$ cat config.mk
export PLATFORM = sky130hd
export DESIGN_NAME = wav_header_parser
export DESIGN_NICKNAME = d
export VERILOG_FILES = /design/src/rtl/whp_pkg.sv /design/src/rtl/whp_core.sv /design/src/rtl/wav_header_parser.sv
export SDC_FILE = /design/constraint.sdc
export NUM_CORES = 1
export LEC_CHECK = 0
export BUFFER_PORTS_ARGS = -buffer_cell sky130_fd_sc_hd__buf_2
export CORE_UTILIZATION = 40
export DETAILED_ROUTE_END_ITERATION = 8
export GPL_TIMING_DRIVEN = 0
export PLACE_DENSITY = 0.63
export SYNTH_ARGS = -nofsm -noshare
export SYNTH_HDL_FRONTEND = slang
export SYNTH_SLANG_ARGS = --single-unit
$ cat constraint.sdc
create_clock -name clk_i -period 12.45 [get_ports clk_i]
set_clock_uncertainty 0.1 [all_clocks]
set_input_delay 1.245 -clock clk_i [delete_from_list [all_inputs] [get_ports clk_i]]
set_output_delay 1.245 -clock clk_i [all_outputs]
set_load 0.03 [all_outputs]
$ cat src/rtl/whp_pkg.sv
// ----------------------------------------------------------------------------
// whp_pkg
// shared types and constants of the wav header parser
// ----------------------------------------------------------------------------
package whp_pkg;

  // parse phases, one per header region
  typedef enum logic [3:0] {
    PH_RIFF,
    PH_SIZE,
    PH_WAVE,
    PH_ID1,
    PH_LEN1,
    PH_SKIP1,
    PH_FMTLEN,
    PH_FMT,
    PH_ID2,
    PH_LEN2,
    PH_SKIP2,
    PH_DATALEN
  } phase_e;

  typedef enum logic [1:0] {
    ST_OK       = 2'd0,
    ST_NOT_RIFF = 2'd1,
    ST_NOT_WAVE = 2'd2,
    ST_TRUNC    = 2'd3
  } status_e;

  // tags as they sit in the little-endian shift window
  localparam logic [31:0] TAG_RIFF = 32'h4646_4952;
  localparam logic [31:0] TAG_WAVE = 32'h4556_4157;
  localparam logic [31:0] TAG_FMT  = 32'h2074_6D66;
  localparam logic [31:0] TAG_DATA = 32'h6174_6164;

  localparam logic [31:0] FMT_BASE_LEN    = 32'd16;
  localparam logic [31:0] FMT_EXT_LEN     = 32'd40;
  localparam logic [15:0] FMT_EXTENSIBLE  = 16'hFFFE;

  typedef struct packed {
    status_e     status;
    logic [15:0] format_tag;
    logic [15:0] subformat_tag;
    logic [15:0] channel_count;
    logic [31:0] frame_rate;
    logic [31:0] byte_rate;
    logic [15:0] frame_bytes;
    logic [15:0] valid_bits;
    logic [12:0] sample_bytes;
    logic [31:0] channel_mask;
    logic [31:0] data_length;
  } hdr_res_t;

endpackage

$ cat src/rtl/whp_core.sv
// ----------------------------------------------------------------------------
// whp_core
// byte-wise header state machine with fmt field capture
// ----------------------------------------------------------------------------
module whp_core (
  input  logic               clk_i,
  input  logic               rst_ni,
  input  logic               accept_i,
  input  logic [7:0]         byte_value_i,
  input  logic               start_flag_i,
  input  logic               stream_end_i,
  output logic               res_valid_o,
  output whp_pkg::hdr_res_t  res_o
);
  import whp_pkg::*;

  phase_e      phase_q, phase_d;
  logic [31:0] idx_q, idx_d;
  logic [31:0] tag_q, tag_d;
  logic [31:0] clen_q, clen_d;
  logic [31:0] flen_q, flen_d;
  logic [15:0] fmt_q, fmt_d;
  logic [15:0] chan_q, chan_d;
  logic [31:0] frate_q, frate_d;
  logic [31:0] brate_q, brate_d;
  logic [15:0] fbytes_q, fbytes_d;
  logic [15:0] sbits_q, sbits_d;
  logic [15:0] vbits_q, vbits_d;
  logic [15:0] subfmt_q, subfmt_d;
  logic [31:0] mask_q, mask_d;
  logic        fin_q, fin_d;

  logic [31:0] tag_sh;
  logic [31:0] idx_inc;
  logic [31:0] fmt_total;
  logic        four;
  logic        done;
  status_e     err;

  always_ff @(posedge clk_i or negedge rst_ni) begin
    if (!rst_ni) begin
      phase_q  <= PH_RIFF;
      idx_q    <= '0;
      tag_q    <= '0;
      clen_q   <= '0;
      flen_q   <= '0;
      fmt_q    <= '0;
      chan_q   <= '0;
      frate_q  <= '0;
      brate_q  <= '0;
      fbytes_q <= '0;
      sbits_q  <= '0;
      vbits_q  <= '0;
      subfmt_q <= '0;
      mask_q   <= '0;
      fin_q    <= 1'b0;
    end else if (accept_i) begin
      phase_q  <= phase_d;
      idx_q    <= idx_d;
      tag_q    <= tag_d;
      clen_q   <= clen_d;
      flen_q   <= flen_d;
      fmt_q    <= fmt_d;
      chan_q   <= chan_d;
      frate_q  <= frate_d;
      brate_q  <= brate_d;
      fbytes_q <= fbytes_d;
      sbits_q  <= sbits_d;
      vbits_q  <= vbits_d;
      subfmt_q <= subfmt_d;
      mask_q   <= mask_d;
      fin_q    <= fin_d;
    end
  end

  always_comb begin
    // a start byte sees the cleared state
    if (start_flag_i) begin
      phase_d  = PH_RIFF;
      idx_d    = '0;
      tag_d    = '0;
      clen_d   = '0;
      flen_d   = '0;
      fmt_d    = '0;
      chan_d   = '0;
      frate_d  = '0;
      brate_d  = '0;
      fbytes_d = '0;
      sbits_d  = '0;
      vbits_d  = '0;
      subfmt_d = '0;
      mask_d   = '0;
      fin_d    = 1'b0;
    end else begin
      phase_d  = phase_q;
      idx_d    = idx_q;
      tag_d    = tag_q;
      clen_d   = clen_q;
      flen_d   = flen_q;
      fmt_d    = fmt_q;
      chan_d   = chan_q;
      frate_d  = frate_q;
      brate_d  = brate_q;
      fbytes_d = fbytes_q;
      sbits_d  = sbits_q;
      vbits_d  = vbits_q;
      subfmt_d = subfmt_q;
      mask_d   = mask_q;
      fin_d    = fin_q;
    end

    err       = ST_OK;
    done      = 1'b0;
    tag_sh    = {byte_value_i, tag_d[31:8]};
    four      = (idx_d == 32'd3);
    idx_inc   = idx_d + 32'd1;
    fmt_total = (flen_d < FMT_BASE_LEN) ? FMT_BASE_LEN : flen_d;

    if (!fin_d) begin
      case (phase_d)
        PH_RIFF, PH_SIZE, PH_WAVE, PH_ID1, PH_ID2, PH_LEN1, PH_LEN2,
        PH_FMTLEN, PH_DATALEN: begin
          tag_d = tag_sh;
          idx_d = four ? '0 : idx_inc;
          if (four) begin
            case (phase_d)
              PH_RIFF: begin
                if (tag_sh != TAG_RIFF) err = ST_NOT_RIFF;
                else phase_d = PH_SIZE;
              end
              PH_SIZE: phase_d = PH_WAVE;
              PH_WAVE: begin
                if (tag_sh != TAG_WAVE) err = ST_NOT_WAVE;
                else phase_d = PH_ID1;
              end
              PH_ID1: phase_d = (tag_sh == TAG_FMT) ? PH_FMTLEN : PH_LEN1;
              PH_ID2: phase_d = (tag_sh == TAG_DATA) ? PH_DATALEN : PH_LEN2;
              PH_LEN1: begin
                clen_d  = tag_sh;
                phase_d = (tag_sh != '0) ? PH_SKIP1 : PH_ID1;
              end
              PH_LEN2: begin
                clen_d  = tag_sh;
                phase_d = (tag_sh != '0) ? PH_SKIP2 : PH_ID2;
              end
              PH_FMTLEN: begin
                flen_d  = tag_sh;
                phase_d = PH_FMT;
              end
              PH_DATALEN: begin
                clen_d = tag_sh;
                done   = 1'b1;
              end
              default: ;
            endcase
          end
        end
        PH_SKIP1, PH_SKIP2: begin
          if (idx_inc >= clen_d) begin
            idx_d   = '0;
            phase_d = (phase_d == PH_SKIP1) ? PH_ID1 : PH_ID2;
          end else begin
            idx_d = idx_inc;
          end
        end
        PH_FMT: begin
          // byte placement by offset within the fmt chunk
          if (idx_d[31:5] == '0) begin
            case (idx_d[4:0])
              5'd0:  fmt_d[7:0]     = byte_value_i;
              5'd1:  fmt_d[15:8]    = byte_value_i;
              5'd2:  chan_d[7:0]    = byte_value_i;
              5'd3:  chan_d[15:8]   = byte_value_i;
              5'd4:  frate_d[7:0]   = byte_value_i;
              5'd5:  frate_d[15:8]  = byte_value_i;
              5'd6:  frate_d[23:16] = byte_value_i;
              5'd7:  frate_d[31:24] = byte_value_i;
              5'd8:  brate_d[7:0]   = byte_value_i;
              5'd9:  brate_d[15:8]  = byte_value_i;
              5'd10: brate_d[23:16] = byte_value_i;
              5'd11: brate_d[31:24] = byte_value_i;
              5'd12: fbytes_d[7:0]  = byte_value_i;
              5'd13: fbytes_d[15:8] = byte_value_i;
              5'd14: sbits_d[7:0]   = byte_value_i;
              5'd15: sbits_d[15:8]  = byte_value_i;
              default: begin
                if (flen_d == FMT_EXT_LEN) begin
                  case (idx_d[4:0])
                    5'd18: vbits_d[7:0]   = byte_value_i;
                    5'd19: vbits_d[15:8]  = byte_value_i;
                    5'd20: mask_d[7:0]    = byte_value_i;
                    5'd21: mask_d[15:8]   = byte_value_i;
                    5'd22: mask_d[23:16]  = byte_value_i;
                    5'd23: mask_d[31:24]  = byte_value_i;
                    5'd24: subfmt_d[7:0]  = byte_value_i;
                    5'd25: subfmt_d[15:8] = byte_value_i;
                    default: ;
                  endcase
                end
              end
            endcase
          end
          if (idx_inc >= fmt_total) begin
            idx_d   = '0;
            phase_d = PH_ID2;
            if (fmt_d != FMT_EXTENSIBLE) begin
              subfmt_d = fmt_d;
              vbits_d  = sbits_d;
            end
          end else begin
            idx_d = idx_inc;
          end
        end
        default: ;
      endcase

      if (!done && err == ST_OK && stream_end_i) err = ST_TRUNC;
      if (done || err != ST_OK) fin_d = 1'b1;
    end
  end

  assign res_valid_o = accept_i && !(start_flag_i ? 1'b0 : fin_q) && fin_d;

  always_comb begin
    res_o        = '0;
    res_o.status = err;
    if (done) begin
      res_o.format_tag    = fmt_d;
      res_o.subformat_tag = subfmt_d;
      res_o.channel_count = chan_d;
      res_o.frame_rate    = frate_d;
      res_o.byte_rate     = brate_d;
      res_o.frame_bytes   = fbytes_d;
      res_o.valid_bits    = vbits_d;
      res_o.sample_bytes  = sbits_d[15:3];
      res_o.channel_mask  = mask_d;
      res_o.data_length   = clen_d;
    end
  end

endmodule

$ cat src/rtl/wav_header_parser.sv
// ----------------------------------------------------------------------------
// wav_header_parser
// riff/wave header parser, one file byte per clock unless stalled, one header result per file
// ----------------------------------------------------------------------------
//
//   channel  direction  handshake                 payload
//   -------  ---------  ------------------------  ---------------------------
//   byte in  input      in_valid_i / in_stall_o   byte_value_i, start_flag_i,
//                                                 stream_end_i
//   header   output     out_valid_o / out_stall_i status_o .. data_length_o
//
// one byte request is taken every clock while the result register is free
// or being drained in the same cycle; the header result appears in the cycle
// after the byte that completes it (the last data length byte, a bad tag or
// a byte flagged as stream end)
// the parse state machine updates in the accepting cycle, so a byte is never
// waiting on the one before it
// in_stall_o rises only while a finished result sits unread under out_stall_i
// reset clears the parse state to expect a riff tag and empties the result
// register
//
module wav_header_parser (
  input  logic        clk_i,
  input  logic        rst_ni,
  // byte requests
  input  logic        in_valid_i,
  output logic        in_stall_o,
  input  logic [7:0]  byte_value_i,
  input  logic        start_flag_i,
  input  logic        stream_end_i,
  // header results
  output logic        out_valid_o,
  input  logic        out_stall_i,
  output logic [1:0]  status_o,
  output logic [15:0] format_tag_o,
  output logic [15:0] subformat_tag_o,
  output logic [15:0] channel_count_o,
  output logic [31:0] frame_rate_o,
  output logic [31:0] byte_rate_o,
  output logic [15:0] frame_bytes_o,
  output logic [15:0] valid_bits_o,
  output logic [12:0] sample_bytes_o,
  output logic [31:0] channel_mask_o,
  output logic [31:0] data_length_o
);
  import whp_pkg::*;

  logic     accept;
  logic     res_valid;
  hdr_res_t res;
  hdr_res_t res_q;
  logic     out_valid_q;

  // result register is free when empty or when its result leaves this cycle
  assign in_stall_o = out_valid_q && out_stall_i;
  assign accept     = in_valid_i && !in_stall_o;

  whp_core u_core (
    .clk_i        (clk_i),
    .rst_ni       (rst_ni),
    .accept_i     (accept),
    .byte_value_i (byte_value_i),
    .start_flag_i (start_flag_i),
    .stream_end_i (stream_end_i),
    .res_valid_o  (res_valid),
    .res_o        (res)
  );

  // result valid flag
  always_ff @(posedge clk_i or negedge rst_ni) begin
    if (!rst_ni) begin
      out_valid_q <= 1'b0;
    end else if (res_valid) begin
      out_valid_q <= 1'b1;
    end else if (!out_stall_i) begin
      out_valid_q <= 1'b0;
    end
  end

  // result payload, loaded only with a new result
  always_ff @(posedge clk_i) begin
    if (res_valid) begin
      res_q <= res;
    end
  end

  assign out_valid_o     = out_valid_q;
  assign status_o        = res_q.status;
  assign format_tag_o    = res_q.format_tag;
  assign subformat_tag_o = res_q.subformat_tag;
  assign channel_count_o = res_q.channel_count;
  assign frame_rate_o    = res_q.frame_rate;
  assign byte_rate_o     = res_q.byte_rate;
  assign frame_bytes_o   = res_q.frame_bytes;
  assign valid_bits_o    = res_q.valid_bits;
  assign sample_bytes_o  = res_q.sample_bytes;
  assign channel_mask_o  = res_q.channel_mask;
  assign data_length_o   = res_q.data_length;

  // only a held result can push back on the byte side
  a_stall_needs_result: assert property (@(posedge clk_i) disable iff (!rst_ni)
    in_stall_o |-> out_valid_o)
    else $error("byte side stalled with no result held");

  // error results carry nothing but the status
  a_error_clears_fields: assert property (@(posedge clk_i) disable iff (!rst_ni)
    (out_valid_o && status_o != ST_OK) |->
      (format_tag_o == '0 && data_length_o == '0 && channel_mask_o == '0))
    else $error("error result carries header fields");

  // a plain format reports itself as its subformat
  a_plain_subformat: assert property (@(posedge clk_i) disable iff (!rst_ni)
    (out_valid_o && status_o == ST_OK && format_tag_o != FMT_EXTENSIBLE) |->
      (subformat_tag_o == format_tag_o))
    else $error("subformat differs from plain format");

endmodule
* Yosys cells after proc, flatten, opt, wreduce, memory -nomap -nowiden
Cells that the tools add are included.
** Word-level totals
- Register bits after elaboration :: 549
- Output and inout bits :: 225
** Cells by class
- $add $sub $neg :: 1
- $lt $le $gt $ge :: 3
- Equality and inequality tests :: 42
- Multiplexer cells :: 124
- Reduce and logical (&&, ||, !) cells :: 20
** Operators with widths (number)
- 32-bit 2-to-1 mux :: 33
- 16-bit 2-to-1 mux :: 34
- 8-bit 2-to-1 mux :: 24
- 32-bit case mux with 3 select lines :: 1
- 32-bit >= comparator :: 2
- 32-bit by 31-bit inequality test with 1-bit output (second input constant) :: 2
- 5-bit by 4-bit == test with 1-bit output (second input constant) :: 8
- 5-bit == test (second input constant) :: 8
- 32-bit by 1-bit adder with 32-bit output (second input constant) :: 1
- 32-bit by 2-bit == test with 1-bit output (second input constant) :: 1
- 32-bit by 30-bit == test with 1-bit output (second input constant) :: 1
- 32-bit by 31-bit == test with 1-bit output (second input constant) :: 1
- 32-bit by 6-bit == test with 1-bit output (second input constant) :: 1
- 32-bit by 5-bit < comparator with 1-bit output (second input constant) :: 1
- 4-bit 2-to-1 mux :: 8
- 4-bit case mux with 8 select lines :: 1
- 32-bit nonzero test :: 1
- 27-bit logical NOT :: 1
- 5-bit by 3-bit == test with 1-bit output (second input constant) :: 4
- 2-bit 2-to-1 mux :: 9
- 4-bit by 3-bit == test with 1-bit output (second input constant) :: 4
- 4-bit == test (second input constant) :: 4
- 16-bit inequality test (second input constant) :: 1
- 16-bit OR reduction :: 1
- 19 further kinds :: 38

* Logic depth before layout (Yosys ltp)
- Word-level depth :: 18
- Mapped depth :: 29

* Modules after synthesis
Synthesis repeated with hierarchy kept, for this count alone.
** Unflattened totals
- Cell total of the unflattened synthesis :: 2667
- Area, all modules :: 27206.1 um2
** By module, submodules not included
- whp_core :: times used 1, cells an instance 2440, area an instance 20463.4 um2, seq. area each 7932.6 um2
- wav_header_parser :: times used 1, cells an instance 227, area an instance 6742.7 um2, seq. area each 6721.4 um2

* Least setup slack after synthesis
Ideal clock, no wire load.
- Kind :: input to register
- From :: input port start_flag_i
- To :: register res_q (netlist bit byte_rate_o[0]), enable pin
- Arrival :: 13.274 ns
- Data required time :: 11.536 ns
- Path slack :: -1.738 ns
- Stages on the path :: 16
- Path buffers :: 8
- Cell sequence :: buf_2 buf_2 buf_2 clkbuf_1 buf_2 clkbuf_1 buf_1 nor2_1 ha_1 clkbuf_1 o21ai_1 nor3_1 o21ai_0 nand2_1 nor2_1 nor2_1
** On the way
- Longest elaborated chain between the ends :: 17
- Elaborated cells on any way between the ends :: 40
** RTL lines
- start: declaration :: RTL line wav_header_parser.sv:29 : input logic start_flag_i,
- 32-bit 2-to-1 mux :: RTL line whp_core.sv:78 : if (start_flag_i) begin
- 32-bit by 31-bit inequality test with 1-bit output (on tied branches) :: RTL line whp_core.sv:128, whp_core.sv:133
- 1-bit 2-to-1 mux / 2-bit 2-to-1 mux (equally long branches) :: RTL line whp_core.sv:128, whp_core.sv:133
- 2-bit case mux with 2 select lines :: RTL line whp_core.sv:126 : case (phase_d)
- 2-bit 2-to-1 mux :: RTL line whp_core.sv:125 : if (four) begin
- 2-bit 2-to-1 mux :: RTL line whp_core.sv:120 : case (phase_d)
- 2-bit 2-to-1 mux :: RTL line whp_core.sv:119 : if (!fin_d) begin
- 2-bit logical NOT :: RTL line whp_core.sv:217 : if (!done && err == ST_OK && stream_end_i) err = ST_TRUNC;
- 1-bit logical AND (2 in series) :: RTL line whp_core.sv:217
- 2-bit 2-to-1 mux :: RTL line whp_core.sv:217
- 2-bit 2-to-1 mux :: RTL line whp_core.sv:119
- 2-bit nonzero test :: RTL line whp_core.sv:218 : if (done || err != ST_OK) fin_d = 1'b1;
- 1-bit logical OR :: RTL line whp_core.sv:218
- 1-bit 2-to-1 mux :: RTL line whp_core.sv:218
- 1-bit 2-to-1 mux :: RTL line whp_core.sv:119
- 1-bit logical AND (*) :: RTL line whp_core.sv:222 : assign res_valid_o = accept_i && !(start_flag_i ? 1'b0 : fin_q) && fin_d;
- named net res_valid :: RTL line wav_header_parser.sv:49 : logic res_valid;
- end signal: assignment :: RTL line wav_header_parser.sv:83 : res_q <= res;
- end: declaration :: RTL line wav_header_parser.sv:51 : hdr_res_t res_q;
The timed path passes the listed nets; every way through them passes the cells marked *. The select of a mux whose other input is x is not followed.
A chain may end at the register's enable or synchronous reset.

* Final worst setup path
- From :: input port start_flag_i
- To :: register u_core.idx_q[10]
** On the way
- Longest elaborated chain between the ends :: 7
- Elaborated cells on any way between the ends :: 30
** RTL lines
- 32-bit 2-to-1 mux :: RTL line whp_core.sv:78
- 32-bit by 5-bit < comparator with 1-bit output :: RTL line whp_core.sv:117 : fmt_total = (flen_d < FMT_BASE_LEN) ? FMT_BASE_LEN : flen_d;
- 32-bit 2-to-1 mux :: RTL line whp_core.sv:117
- 32-bit >= comparator :: RTL line whp_core.sv:203 : if (idx_inc >= fmt_total) begin
- 32-bit 2-to-1 mux :: RTL line whp_core.sv:203
- 32-bit case mux with 3 select lines :: RTL line whp_core.sv:120
- 32-bit 2-to-1 mux (*) :: RTL line whp_core.sv:119
- end signal: assignment :: RTL line whp_core.sv:59 : idx_q <= idx_d;
- end: declaration :: RTL line whp_core.sv:18 : logic [31:0] idx_q, idx_d;
Every way passes the cells marked *; elsewhere a longest branch is shown, timed or not.

==> flow_summary.json <==
{
  "status": "finished with violations",
  "violations": "max-capacitance violations",
  "dr_wl_met3_um": 10600,
  "hold_path_startpoint": "u_core.clen_q[30]$_DFFE_PN0P_",
  "cts-buffers-inserted": 59,
  "path_class": "input port to flip-flop",
  "num-fill-cells": 6232,
  "maxSlewViolCount": 0,
  "cts_tree": "yes",
  "grt_max_degree": 101,
  "hold_viol": 0,
  "clockRootBuffer": "clkbuf_16",
  "grt.total_usage_pct": 31.6,
  "cts.path.max_buffers": 3,
  "crit_path_start_kind": "input port",
  "first_pass_iters": 9,
  "fp.dieH_um": 263,
  "fin_crit_sh_pct": 85.0,
  "clkTransAtPathRegs_ns": 0.07,
  "synth_area_leader_cell": "dfrtp_1",
  "setup.worst_path.end_class": "flip-flop",
  "finalSetupViolations": 0,
  "worst_slew_pin_slew_ns": 1.50,
  "pre_cts_ws_ns": 1.66,
  "cp_common_cell": "buf_2",
  "synth_edf_count": 223,
  "routed_wl_um": 112000,
  "synth-async-reset-ratio_pct": 58.8,
  "holdWs_ns": 0.382,
  "gp_congestion": 1.01,
  "worstSetupStartpoint": "start_flag_i",
  "core_area_sq_um": 67300,
  "critPathMaxFanout": 10,
  "cp_num_buf_inv": 12,
  "min_period_ns": 10.58,
  "wl_met1_um": 44700,
  "cts-resized-gates": 0,
  "synth_seq_area_share_pct": 53.8,
  "synthCells": 2732,
  "vias_per_cell": 6.27,
  "cp_slowest_stage_delay_ns": 0.71,
  "cap_viol_max_count": 1,
  "grt_pass1_wl_um": 161000,
  "die_area_sq_um": 69100,
  "placement_rows": 95,
  "netlist_area_sq_um": 27200,
  "rrSetupSlack_ns": 4.78,
  "post_cts_buffers": 0,
  "ys.flop_type": "dfrtp_1",
  "path_delay_family": "buffers and inverters",
  "post-synth-top-area-fraction_pct": 29.2,
  "syn_area_per_cell_sq_um": 9.96,
  "critPathSlowestCell": "clkbuf_1",
  "min_path_type": "flip-flop to flip-flop",
  "peakVddDrop_mv": 0.119,
  "highest_layer": "met4",
  "layout_setup_ws_ns": 1.87,
  "portBuffers": 234,
  "antenna_found_initial": 3,
  "p_leak_nw": 12.6,
  "start_util_pct": 40.5,
  "syn_to_final_growth_pct": 17.0,
  "antenna_left": 0,
  "route.met2.wl_um": 50100,
  "rsz0062_at_grt": "false",
  "die_x_um": 263,
  "drc": 0,
  "nets": 3119,
  "insertion_delay_ns": 0.66,
  "min_path_cells": 2,
  "drtIter0Drc": 3108,
  "synth-seq-cells": 541,
  "required_ns": 12.83,
  "cts_sinks": 541,
  "p_per_area_nw_per_um2": 148,
  "hpwl_um": 80100,
  "route.vias.total": 24800,
  "synth.net_count": 2815,
  "yosysUniqueCellTypes": 83,
  "crit_cells": 29,
  "cts-htree-levels": 2,
  "maxSlewHeadroom_pct": 0.0857,
  "critPathArrivalTime_ns": 10.96,
  "r2r_start": "u_core.idx_q[0]$_DFFE_PN0P_",
  "grt_pass1_vias": 23700,
  "wire_per_inst_um": 28.2,
  "drive_gt1_share_pct": 13.2,
  "ys_warn_count": 0,
  "post_synth_main_area_contributors": "dfrtp_1, edfxtp_1, nand2_1",
  "reg2reg_depth": 22,
  "overflow": 0,
  "top_level_ports": 239,
  "max_freq_ghz": 0.0945,
  "hold_buffers": 0
}
## area by class of cell
cell class	count	area, sq um	area share (%)
inverter	26	97.6	0.306
clock buffer	69	1570	4.92
tap	873	1090	3.43
antenna	2	5.00	0.0157
clock inverter	42	579	1.82
buffer	218	853	2.68
timing repair buffer	243	1380	4.34
sequential	541	14700	46.0
multi-input combinational	1947	11600	36.5
## placed cells by master (no fill, tap or decap), types with 10 or more instances in the layout
master / Yosys / final
a211oi_1: 10 / 10
a21boi_0: 23 / 23
a21o_1: 27 / 27
a21oi_1: 199 / 199
a221o_1: 17 / 17
a22o_1: 144 / 144
a22oi_1: 48 / 48
a31oi_1: 18 / 18
a32o_1: 22 / 22
and2_1: 51 / 51
and3_1: 35 / 35
buf_1: 15 / 15
buf_2: 18 / 251
bufinv_16: 0 / 11
clkbuf_1: 182 / 188
clkbuf_16: 0 / 61
clkinv_2: 0 / 11
dfrtp_1: 318 / 318
edfxtp_1: 223 / 223
ha_1: 69 / 69
inv_1: 25 / 25
mux2i_1: 17 / 17
nand2_1: 407 / 407
nand3_1: 137 / 137
nand4_1: 34 / 34
nor2_1: 233 / 232
nor2b_1: 24 / 24
nor3_1: 25 / 25
nor3b_1: 38 / 38
nor4_1: 23 / 23
o21a_1: 16 / 16
o21ai_0: 131 / 131
o21ai_1: 18 / 18
o41ai_1: 11 / 11
xnor2_1: 20 / 20
## per-layer routing
metal	vias to the layer above	GRT usage, %
met5	-	0
met4	0	16.1
met1	12300	42.0
met3	330	6.29
li1	10600	-
met2	1577	49.2
## report_power, final
group	internal, mW	total [mW]	leakage [nW]	switching (mW)
logic	0.177	0.779	5.08	0.602
registers	1.93	2.01	6.52	0.0765
clock network	1.14	1.94	1.03	0.799
## metrics by stage
step	setup TNS [ns]	total power [mW]	instance area [sq um]	instances	util, %
global placement	-535.86	2.78	29500	3839	43.8
global route	0	4.84	31900	3959	47.3
floorplan	0	2.45	27200	2732	-
CTS	0	4.71	31800	3959	47.3
finish	0	4.72	31900	3961	47.3
detailed placement	0	2.79	29700	3848	44.2
## worst register-to-register path: stages (launching register included)
cell and delay [ns]:
dfrtp_1 0.37, inv_1 0.06, nor2_1 0.55, ha_1 0.26, clkbuf_1 0.71, nand4_1 0.40
or4_1 0.61, buf_2 0.19, nor4_4 0.31, nand3_2 0.20, nor2_1 0.30, nand3_1 0.21
xor2_1 0.19, nor2_1 0.09, ha_1 0.33, nand4_1 0.10, nor2_1 0.32, o311ai_0 0.42
nand3_1 0.27, o221a_2 0.28, clkbuf_1 0.53, clkbuf_1 0.54, o21ai_0 0.20
## flip-flops by register name (all words and copies together) (netlist names), 32 cells and up
register,flops
byte_rate_o,32
channel_mask_o,32
data_length_o,32
frame_rate_o,32
u_core.brate_q,32
u_core.clen_q,32
u_core.flen_q,32
u_core.frate_q,32
u_core.idx_q,32
u_core.mask_q,32
## worst paths after layout
check,endpoint
max in group asynchronous,u_core.fmt_q[6]$_DFFE_PN0P_
worst max register to register,u_core.idx_q[10]$_DFFE_PN0P_
worst min register to register,u_core.clen_q[30]$_DFFE_PN0P_
worst max-delay path,u_core.idx_q[10]$_DFFE_PN0P_
worst min-delay path,u_core.clen_q[30]$_DFFE_PN0P_
min in group asynchronous,u_core.clen_q[14]$_DFFE_PN0P_
## cells in the mapped netlist (all sizes together) (12+ instances only)
| library cell | n |
|---|---|
| o41ai | 12 |
| nor3 | 27 |
| o21a | 16 |
| o21ai | 150 |
| nor2b | 24 |
| mux2i | 17 |
| buf | 36 |
| clkbuf | 182 |
| a21oi | 202 |
| inv | 26 |
| a21boi | 23 |
| nor2 | 235 |
| ha | 69 |
| edfxtp | 223 |
| xnor2 | 20 |
| dfrtp | 318 |
| nand2 | 407 |
| a22o | 144 |
| nor4 | 29 |
| nand4 | 36 |
| and2 | 52 |
| a32o | 23 |
| and3 | 35 |
| a221o | 17 |
| a21o | 27 |
| a31oi | 18 |
| nor3b | 38 |
| a22oi | 48 |
| nand3 | 138 |
## cells by family (layout without fill, tap and decap cells)
kind of cell / after synthesis / in the layout / share of synthesized area (%)
other: 0 / 2 / 0
AOI/OAI and AO/OA: 751 / 751 / 18.8
buffers and inverters: 244 / 598 / 3.49
and+or+nand+nor: 1072 / 1072 / 18.7
muxes: 28 / 28 / 1.11
xor gates and xnor gates: 27 / 27 / 0.869
DFF: 541 / 541 / 53.8
adders and majority gates: 69 / 69 / 3.17
(Power assumes the default switching activity.)
